==> src/spq_pkg.sv <==
`default_nettype none

package spq_pkg;

  localparam int unsigned CAPACITY_DEF = 128;

  localparam logic [1:0] ST_OK    = 2'd0;
  localparam logic [1:0] ST_EMPTY = 2'd1;
  localparam logic [1:0] ST_FULL  = 2'd2;

  localparam logic [1:0] PRIO_LOW  = 2'd1;
  localparam logic [1:0] PRIO_HIGH = 2'd3;

  localparam int unsigned NUM_CLASSES = 3;

  typedef struct packed {
    logic        action;
    logic [1:0]  priority_req;
    logic [15:0] tag;
  } in_t;

  typedef struct packed {
    logic [1:0]  status;
    logic [15:0] served_tag;
    logic [1:0]  served_priority;
    logic [7:0]  count;
  } out_t;

  typedef struct packed {
    logic load;
    logic do_write;
    logic do_read;
    logic post_err;
    logic post_ins;
    logic post_serve;
  } cmd_t;

  typedef struct packed {
    logic is_serve;
    logic full;
    logic empty;
  } stat_t;

endpackage

`default_nettype wire

==> src/spq_ctl.sv <==
`default_nettype none

module spq_ctl (
  input  wire logic           clk,
  input  wire logic           rst_n,
  input  wire logic           start,
  output logic                busy,
  input  spq_pkg::stat_t      stat,
  output spq_pkg::cmd_t       cmd
);

  typedef enum logic [2:0] {
    S_IDLE = 3'b001,
    S_EXEC = 3'b010,
    S_READ = 3'b100
  } state_t;

  state_t state_r;
  state_t state_nxt;

  always_comb begin
    state_nxt = state_r;
    cmd       = '0;
    case (state_r)
      S_IDLE: begin
        if (start) begin
          cmd.load  = 1'b1;
          state_nxt = S_EXEC;
        end
      end
      S_EXEC: begin
        if (!stat.is_serve) begin
          if (stat.full) begin
            cmd.post_err = 1'b1;
          end else begin
            cmd.do_write = 1'b1;
            cmd.post_ins = 1'b1;
          end
          state_nxt = S_IDLE;
        end else if (stat.empty) begin
          cmd.post_err = 1'b1;
          state_nxt    = S_IDLE;
        end else begin
          cmd.do_read = 1'b1;
          state_nxt   = S_READ;
        end
      end
      S_READ: begin
        cmd.post_serve = 1'b1;
        state_nxt      = S_IDLE;
      end
      default: begin
        state_nxt = S_IDLE;
      end
    endcase
  end

  always_ff @(posedge clk) begin
    if (!rst_n) begin
      state_r <= S_IDLE;
    end else begin
      state_r <= state_nxt;
    end
  end

  assign busy = (state_r != S_IDLE);

  a_serve_follows_read: assert property (@(posedge clk) disable iff (!rst_n)
    cmd.post_serve |-> $past(cmd.do_read))
    else $error("serve result without a preceding memory read");

  a_load_only_idle: assert property (@(posedge clk) disable iff (!rst_n)
    cmd.load |=> (cmd.post_err || cmd.post_ins || cmd.do_read))
    else $error("accepted word did not reach a decision");

  a_state_onehot: assert property (@(posedge clk) disable iff (!rst_n)
    $onehot(state_r))
    else $error("controller state is not one-hot");

endmodule

`default_nettype wire

==> config.mk <==
export PLATFORM = sky130hd
export DESIGN_NAME = spq_ctl
export DESIGN_NICKNAME = d
export VERILOG_FILES = /design/src/spq_pkg.sv /design/src/spq_ctl.sv
export SDC_FILE = /design/constraint.sdc
export NUM_CORES = 1
export LEC_CHECK = 0
export BUFFER_PORTS_ARGS = -buffer_cell sky130_fd_sc_hd__buf_2
export CAP_MARGIN = 30
export CORE_AREA = 2 2 39 41
export CTS_BUF_LIST = sky130_fd_sc_hd__clkbuf_8
export DETAILED_ROUTE_END_ITERATION = 8
export DIE_AREA = 0 0 41 43
export PLACE_DENSITY = 0.38
export SETUP_SLACK_MARGIN = 0.2
export SYNTH_ARGS = -nofsm -noshare
export SYNTH_HDL_FRONTEND = slang
export SYNTH_SLANG_ARGS = --single-unit
==> constraint.sdc <==
create_clock -name clk -period 1 [get_ports clk]
set_input_delay 0.05 -clock clk [delete_from_list [all_inputs] [get_ports clk]]
set_output_delay 0.05 -clock clk [all_outputs]
set_load 0.01 [all_outputs]
* Word level (Yosys, flattened, before mapping)
Cells that the tools add are included.
** Storage, ports and cells
- Register bits :: 3
- Input port bits :: 6
- Output and inout bits :: 7
- Logic and storage cells :: 21
** Operators by class
- Equal/unequal tests :: 5
- Multiplexer cells :: 15
** Operators by type and width (count)
- 1-bit 2-to-1 mux :: 10
- 3-bit 2-to-1 mux :: 3
- 3-bit one-hot mux with 2 select lines :: 1
- 4-bit 2-to-1 mux :: 1
- 3-bit by 1-bit == test with 1-bit output, second input constant :: 1
- 3-bit by 2-bit == test with 1-bit output, second input constant :: 1
- 3-bit == test, second input constant :: 1
- 3-bit by 1-bit inequality test with 1-bit output, second input constant :: 1
- 2-bit inequality test, second input constant :: 1

* Longest topological paths before layout
Gate-level depths: netlist (run 1).
- Depth in word-level cells :: 3
- Gate-level depth with buffers :: 3
- Gate-level depth less buffers :: 2

* Least setup slack after synthesis (run 1)
OpenSTA, ideal clock, no wires.
- Kind :: reg2out
- Start point :: register state_r[1]
- End point :: output cmd[4] (netlist name)
- Data arrival time :: 1.320 ns
- Required time :: 0.950 ns
- Path slack :: -0.370 ns
- Stages on the path, launching flop included :: 4
- Buffers on the path :: 1
- Cells stage by stage :: dfxtp_1 or3b_1 nor3_1 buf_4
** RTL lines
- from (decl) :: RTL line spq_ctl.sv:18 : state_t state_r;
- from (signal assigned) :: RTL line spq_ctl.sv:62 : state_r <= state_nxt;
- to (decl) :: RTL line spq_ctl.sv:9 : output spq_pkg::cmd_t cmd

==> results of run 1 <==
cells by family after synthesis:
family,after synthesis,share of synthesized area [%]
buffers and inverters,2,6.293
and+or+nand+nor,13,49.65
muxes,1,5.595
DFF,3,33.57
AOI/OAI and AO/OA,1,4.896
power by group:
part | switching, mW | total (mW) | internal (mW)
combinational | 0.0513 | 0.109 | 0.0580
sequential | 0.00358 | 0.131 | 0.127
clock | 0.0818 | 0.343 | 0.261
metrics by stage:
step | instance area [sq um] | utilization, % | setup slack (ns) | power, mW
3_5_place_dp | 300.3 | 21.70 | -0.09937 | 0.2035
4_1_cts | 394.1 | 28.48 | -0.3314 | 0.5741
3_3_place_gp | 300.3 | 21.70 | -0.09996 | 0.2028
2_1_floorplan | 205.2 | - | -0.1478 | 0.1654
6_report | 431.7 | 31.19 | -0.3255 | 0.5833
5_1_grt | 431.7 | 31.19 | -0.3622 | 0.6117
area by class of cell:
cell class	instances	area, sq um
tap	16	20.02
clock buffer	3	41.29
fill	153	952.2
timing repair buffer	19	127.6
inverter	1	3.754
sequential	3	62.56
clock inverter	1	3.754
multi-input combinational	15	172.7
timing repair:
| action | 4_1_cts | 5_1_grt |
|---|---|---|
| endpoints found under the setup margin | 10 | 10 |
| setup buffers | 2 | 2 |
| resized for setup | 7 | 6 |
| pin swaps | 7 | 2 |
placed cells by master, fill, tap and decap left out, types with 2 or more instances in the layout:
| cell type | n |
|---|---|
| inv_1 | 2 |
| buf_2 | 12 |
| dfxtp_2 | 2 |
| clkbuf_8 | 3 |
| buf_6 | 4 |
| buf_4 | 3 |
routing by layer:
metal	wire, um	global-route usage (%)
met4	0	2.000
met2	271	9.688
met5	0	0
met1	251	9.936
met3	96	6.283
how the worst max path moves through the flow:
stage / to / slack, ns
2_1_floorplan: cmd[4] / -0.15
3_3_place_gp: cmd[3] / -0.1
6_report: cmd[3] / -0.33
4_1_cts: cmd[3] / -0.33
5_1_grt: cmd[3] / -0.36
3_5_place_dp: cmd[3] / -0.1
==> results.md, run 1 <==
- Status: complete, but fails checks
- Failing checks: setup timing
- Seq/Total Area, Yosys: 33.57%
- PortBufs: 12
- GRT Total Usage: 7.723%
- Synthesized cell area: 178.9 sq um
- Period utilization: 132.6%
- CP Capture Type: output pin
- Syn Inst Count: 20
- Post-route setup slack: -0.3255 ns
- RSZ-0062 raised after global routing: yes
- WP data required: about 0.95 ns
- Post-synth EDFFs: 0
- Clock Skew: just under 0.003 ns
- Worst min-delay path endpoint: state_r[2]
- CTS tree: done
- Final Hold Viols: 0
- Critical path class: reg -> out
- Post-synth top area share: about 34%
- Final WL: between 600 and 700 um
- Largest register by flop count: state_r
- First-pass GRT wire length: slightly below 900 um
- I/O pins: 13
- Top-count cell post-synth: dfxtp_1
- Async S/R FF share, synth: 0%
- HP Start: stat[0]
- Die Ht: ~43 um
- Worst flop-to-flop path startpoint: state_r[1]
- Non-Filler Instances: between 50 and 60
- Synthesized area per cell: 8.946 sq um
- Final Wtd Congestion: ~0.63
- Synthesis-to-finish area growth: 141.3%
- DR vias/cell: a little over 4
- Cell area power density: roughly 1400 nW/um^2
- Largest stage delay on the critical path: approximately 0.42 ns
- Die width: approximately 41 um
- Hold_buf cts: 0
- CP bufs+invs: 1
- WHS: around 0.080 ns
- Crit. Startpoint: state_r[1]
- Row cnt: 14
- Crit path depth: 3
- Share of layout cells above drive strength 1: between 70% and 80%
- Longest Clk Path Bufs: 2
- Clock sinks: 3
- Max Fclk: ~750 MHz
- WP data arrival: roughly 1.3 ns
- Clock slew at reported path FFs: about 0.03 ns
- Initial antenna violation count: 0
- Slew Limit Fails: 0
- Worst-path cell chain: or3b_4 > nor3b_4 > buf_2
- Largest delay contributor family on the critical path: simple AND/OR/NAND/NOR gates
- Root cell of the clock tree: clkbuf_8
- Critical path fanouts, max: 4
- Worst-Skew Late Latency: around 0.22 ns
- Setup TNS: -2.081 ns
- Largest net degree at the start of global routing: 7
- Element type at the critical path start: flip-flop
- Max-cap violations: 0
- Hold-critical path depth: 2
- Post-synth cell types: 14
- Largest regs: state_r (3)
- Die Area: 1763 sq um
- Wirelength per Cell: approximately 11 um
- RR Endpoint: state_r[0]
- Area leader, netlist: dfxtp_1
- Worst hold path class: in -> reg
- Mapped Nets: 26
- Synth area leaders: dfxtp_1, nor3b_1, nor4b_2
- Final setup viols: 9
- Ys flop type: dfxtp_1
- First DRT Iteration DRCs: 0
- Post-synthesis register bit count: 3
- Syn. warnings: 0
- DP Wirelength: 394.3 um
- Number of CTS-inserted buffers: 3
- Top cells by count, synth: dfxtp_1, nand2_1, nor2_1, nor3_1, nor3b_1
- H-tree levels: 1
- Pre-Repair DR Iteration Count: 1
- Slowest CP cell: or3b_4
- Worst-margin pin slew: 0.1971 ns
- R2R setup slack: -0.17 ns
- Number of global-route vias before repair: 200
- Max transition margin: approximately 87%
- Largest register FFs: 3
- Reg2reg path depth: 5
- Final routed DRC violation total: 0
- Starting density of the core: 12.93%
- GRT overflow: 0
- Placed Cells: 50
- Via count: between 200 and 250
- ANT cells: 0
- Core area: about 1400 sq um
- Max VDD drop: ~0.00063 V
- ANT nets after route: 0
- Fin crit period: around 1.3 ns
- Lkg Pwr: about 0.21 nW
- Nets: a little under 50
No activity file was read; power rests on OpenSTA's default activity.
==> run 2: changes to the inputs <==
Settings changed: PLACE_DENSITY 0.38 to 0.33.
==> run 2 against run 1 <==
The run still ends with setup timing left. Power is 2.5% lower. Fmax is 0.23% higher. Die area stayed put. Critical path depth stayed put. Utilization is 1.7 points lower. Sequential share of layout area is 0.84 points higher. Worst hold slack better by 0.022 ns.
==> results.md, run 2 (synthesized netlist as in run 1, its figures left out) <==
- Status: complete, but fails checks
- Failing checks: setup timing
- Largest stage delay on the critical path: 0.42 ns (about the same)
- RSZ-0062 raised after global routing: yes
- CTS tree: done
- Wirelength per Cell: 10.21 um (-4.1%)
- First DRT Iteration DRCs: 2 (+2)
- Reg2reg path depth: 3 (-2)
- Non-Filler Instances: 56 (-3.4%)
- Fin crit period: 1.322 ns (-0.003039 ns)
- Starting density of the core: 12.93% (unchanged)
- Largest register FFs: 3 (unchanged)
- FF/Latch Area: 62.56 sq um (unchanged)
- WHS: 0.1020 ns (+0.02235 ns)
- Root cell of the clock tree: clkbuf_8
- Worst flop-to-flop path startpoint: state_r[1]
- Crit. Startpoint: state_r[1]
- Period utilization: 132.2% (-0.30 points)
- Core area: 1384 sq um (unchanged)
- Commonest non-fill, non-tap cell in the layout: buf_2
- Max Fclk: 756.2 MHz (+0.23%)
- Die width: 41 um (unchanged)
- DR vias/cell: 4.054 (about the same)
- Clock sinks: 3 (unchanged)
- WP data arrival: 1.27 ns (about the same)
- Number of global-route vias before repair: 192 (-4.0%)
- Die Ht: 43 um (unchanged)
- Share of layout cells above drive strength 1: 77.50% (-1.1 points)
- GRT Total Usage: 7.322% (-0.40 points)
- Final Wtd Congestion: 0.6329 (+1.0%)
- Post-DP Area: 300.3 sq um (unchanged)
- Lkg Pwr: 0.1985 nW (-3.8%)
- Total chip power: 0.5689 mW (-2.5%)
- Clock Skew: 0.002769 ns (-0.0001473 ns)
- I/O pins: 13 (unchanged)
- ANT cells: 0 (unchanged)
- Synthesis-to-finish area growth: 128.0%
- Final routed DRC violation total: 0 (unchanged)
- Element type at the critical path start: flip-flop
- Row cnt: 14 (unchanged)
- Final WL: 572 um (-7.4%)
- Clock slew at reported path FFs: 0.03 ns (about the same)
- PortBufs: 12 (unchanged)
- Slowest CP cell: or3b_4
- Setup TNS: -1.802 ns (+0.2789 ns)
- Largest net degree at the start of global routing: 7 (unchanged)
- Worst-margin pin slew: 0.1949 ns (-0.002184 ns)
- Max-cap violations: 0 (unchanged)
- Max transition margin: 86.99% (+0.23 points)
- Cell area power density: 1395 nW/um^2 (+3.2%)
- Critical path class: reg -> out
- Hold_buf cts: 0 (unchanged)
- H-tree levels: 1 (unchanged)
- ANT nets after route: 0 (unchanged)
- Worst setup slack after placement: -0.09755 ns (+0.001818 ns)
- Post-route setup slack: -0.3225 ns (+0.003039 ns)
- Final Core Density: 29.48% (-1.7 points)
- Placed Cells: 50 (unchanged)
- CP Capture Point: cmd[3]
- Worst-Skew Late Latency: 0.22 ns (about the same)
- CP bufs+invs: 1 (unchanged)
- Via count: 227 (-3.4%)
- Multi-input logic area: 171.4 sq um (-0.73%)
- CP Capture Type: output pin
- Design area: 407.9 sq um (-5.5%)
- Longest Clk Path Bufs: 2 (unchanged)
- Max VDD drop: 0.0007694 V (+22%)
- Largest regs: state_r (3)
- DP Wirelength: 377.5 um (-4.3%)
- Largest register by flop count: state_r
- Top sig layer: met3
- Critical path fanouts, max: 4 (unchanged)
- Number of CTS-inserted buffers: 3 (unchanged)
- R2R setup slack: -0.23 ns (-0.06 ns)
- Pre-Repair DR Iteration Count: 2 (+1)
- RR Endpoint: state_r[2]
- Crit path depth: 3 (unchanged)
- WP data required: 0.95 ns (about the same)
- Die Area: 1763 sq um (unchanged)
- Commonest cells after routing, fill and taps aside: buf_2, clkbuf_8, buf_4
- M1 wire length: 240 um (-4.4%)
- Final setup viols: 9 (unchanged)
- Final Hold Viols: 0 (unchanged)
- Largest delay contributor family on the critical path: simple AND/OR/NAND/NOR gates
- Met2 Routed Length: 254 um (-6.3%)
- Met3 wire length: 77 um (-20%)
- Slew Limit Fails: 0 (unchanged)
- First-pass GRT wire length: 779 um (-12%)
- Nets: 47 (-4.1%)
- Worst-path cell chain: or3b_4 > nor3b_4 > buf_2
- Initial antenna violation count: 0 (unchanged)
- GRT overflow: 0 (unchanged)
- Worst hold path class: in -> reg
- Fillers: 154 (+0.65%)
==> run 2: repair_timing <==
action | in CTS | in global routing
hold endpoints to repair | 0 | 0
gates resized for setup | 5 | 5
setup endpoints to repair | 10 | 10
buffers inserted | 0 | 2
pin swaps | 4 | 3
==> run 2: metal layers <==
layer | vias to the layer above | track usage, %
li1 | 112 | -
met1 | 100 | 9.615
met2 | 15 | 7.813
met3 | 0 | 7.853
met4 | 0 | 2.000
met5 | - | 0
==> run 2: cell type report <==
| cell class | count | share of cell area (%) |
|---|---|---|
| well taps | 16 | 4.908 |
| clock inverters | 1 | 0.9202 |
| inverters | 1 | 0.9202 |
| flip-flops and latches | 3 | 15.34 |
| multi-input cells | 15 | 42.02 |
| clock buffers | 3 | 10.12 |
| repair buffers | 17 | 25.77 |
==> run 2: report_power, final <==
group | total [mW] | internal [mW] | switching, mW | leakage, nW
clock network | 0.342 | 0.261 | 0.0806 | 0.0269
logic | 0.0962 | 0.0483 | 0.0479 | 0.147
registers | 0.131 | 0.127 | 0.00356 | 0.0246
==> run 2: worst min-delay path by stage <==
stage	endpoint	start	cells after the start	slack, ns
after floorplan	state_r[2]	stat[0]	1	0.12
after global placement	state_r[2]	stat[0]	2	0.31
after detailed placement	state_r[2]	stat[0]	2	0.32
after CTS	state_r[2]	stat[0]	2	0.09
after global routing	state_r[2]	stat[0]	2	0.12
final	state_r[2]	stat[0]	2	0.10
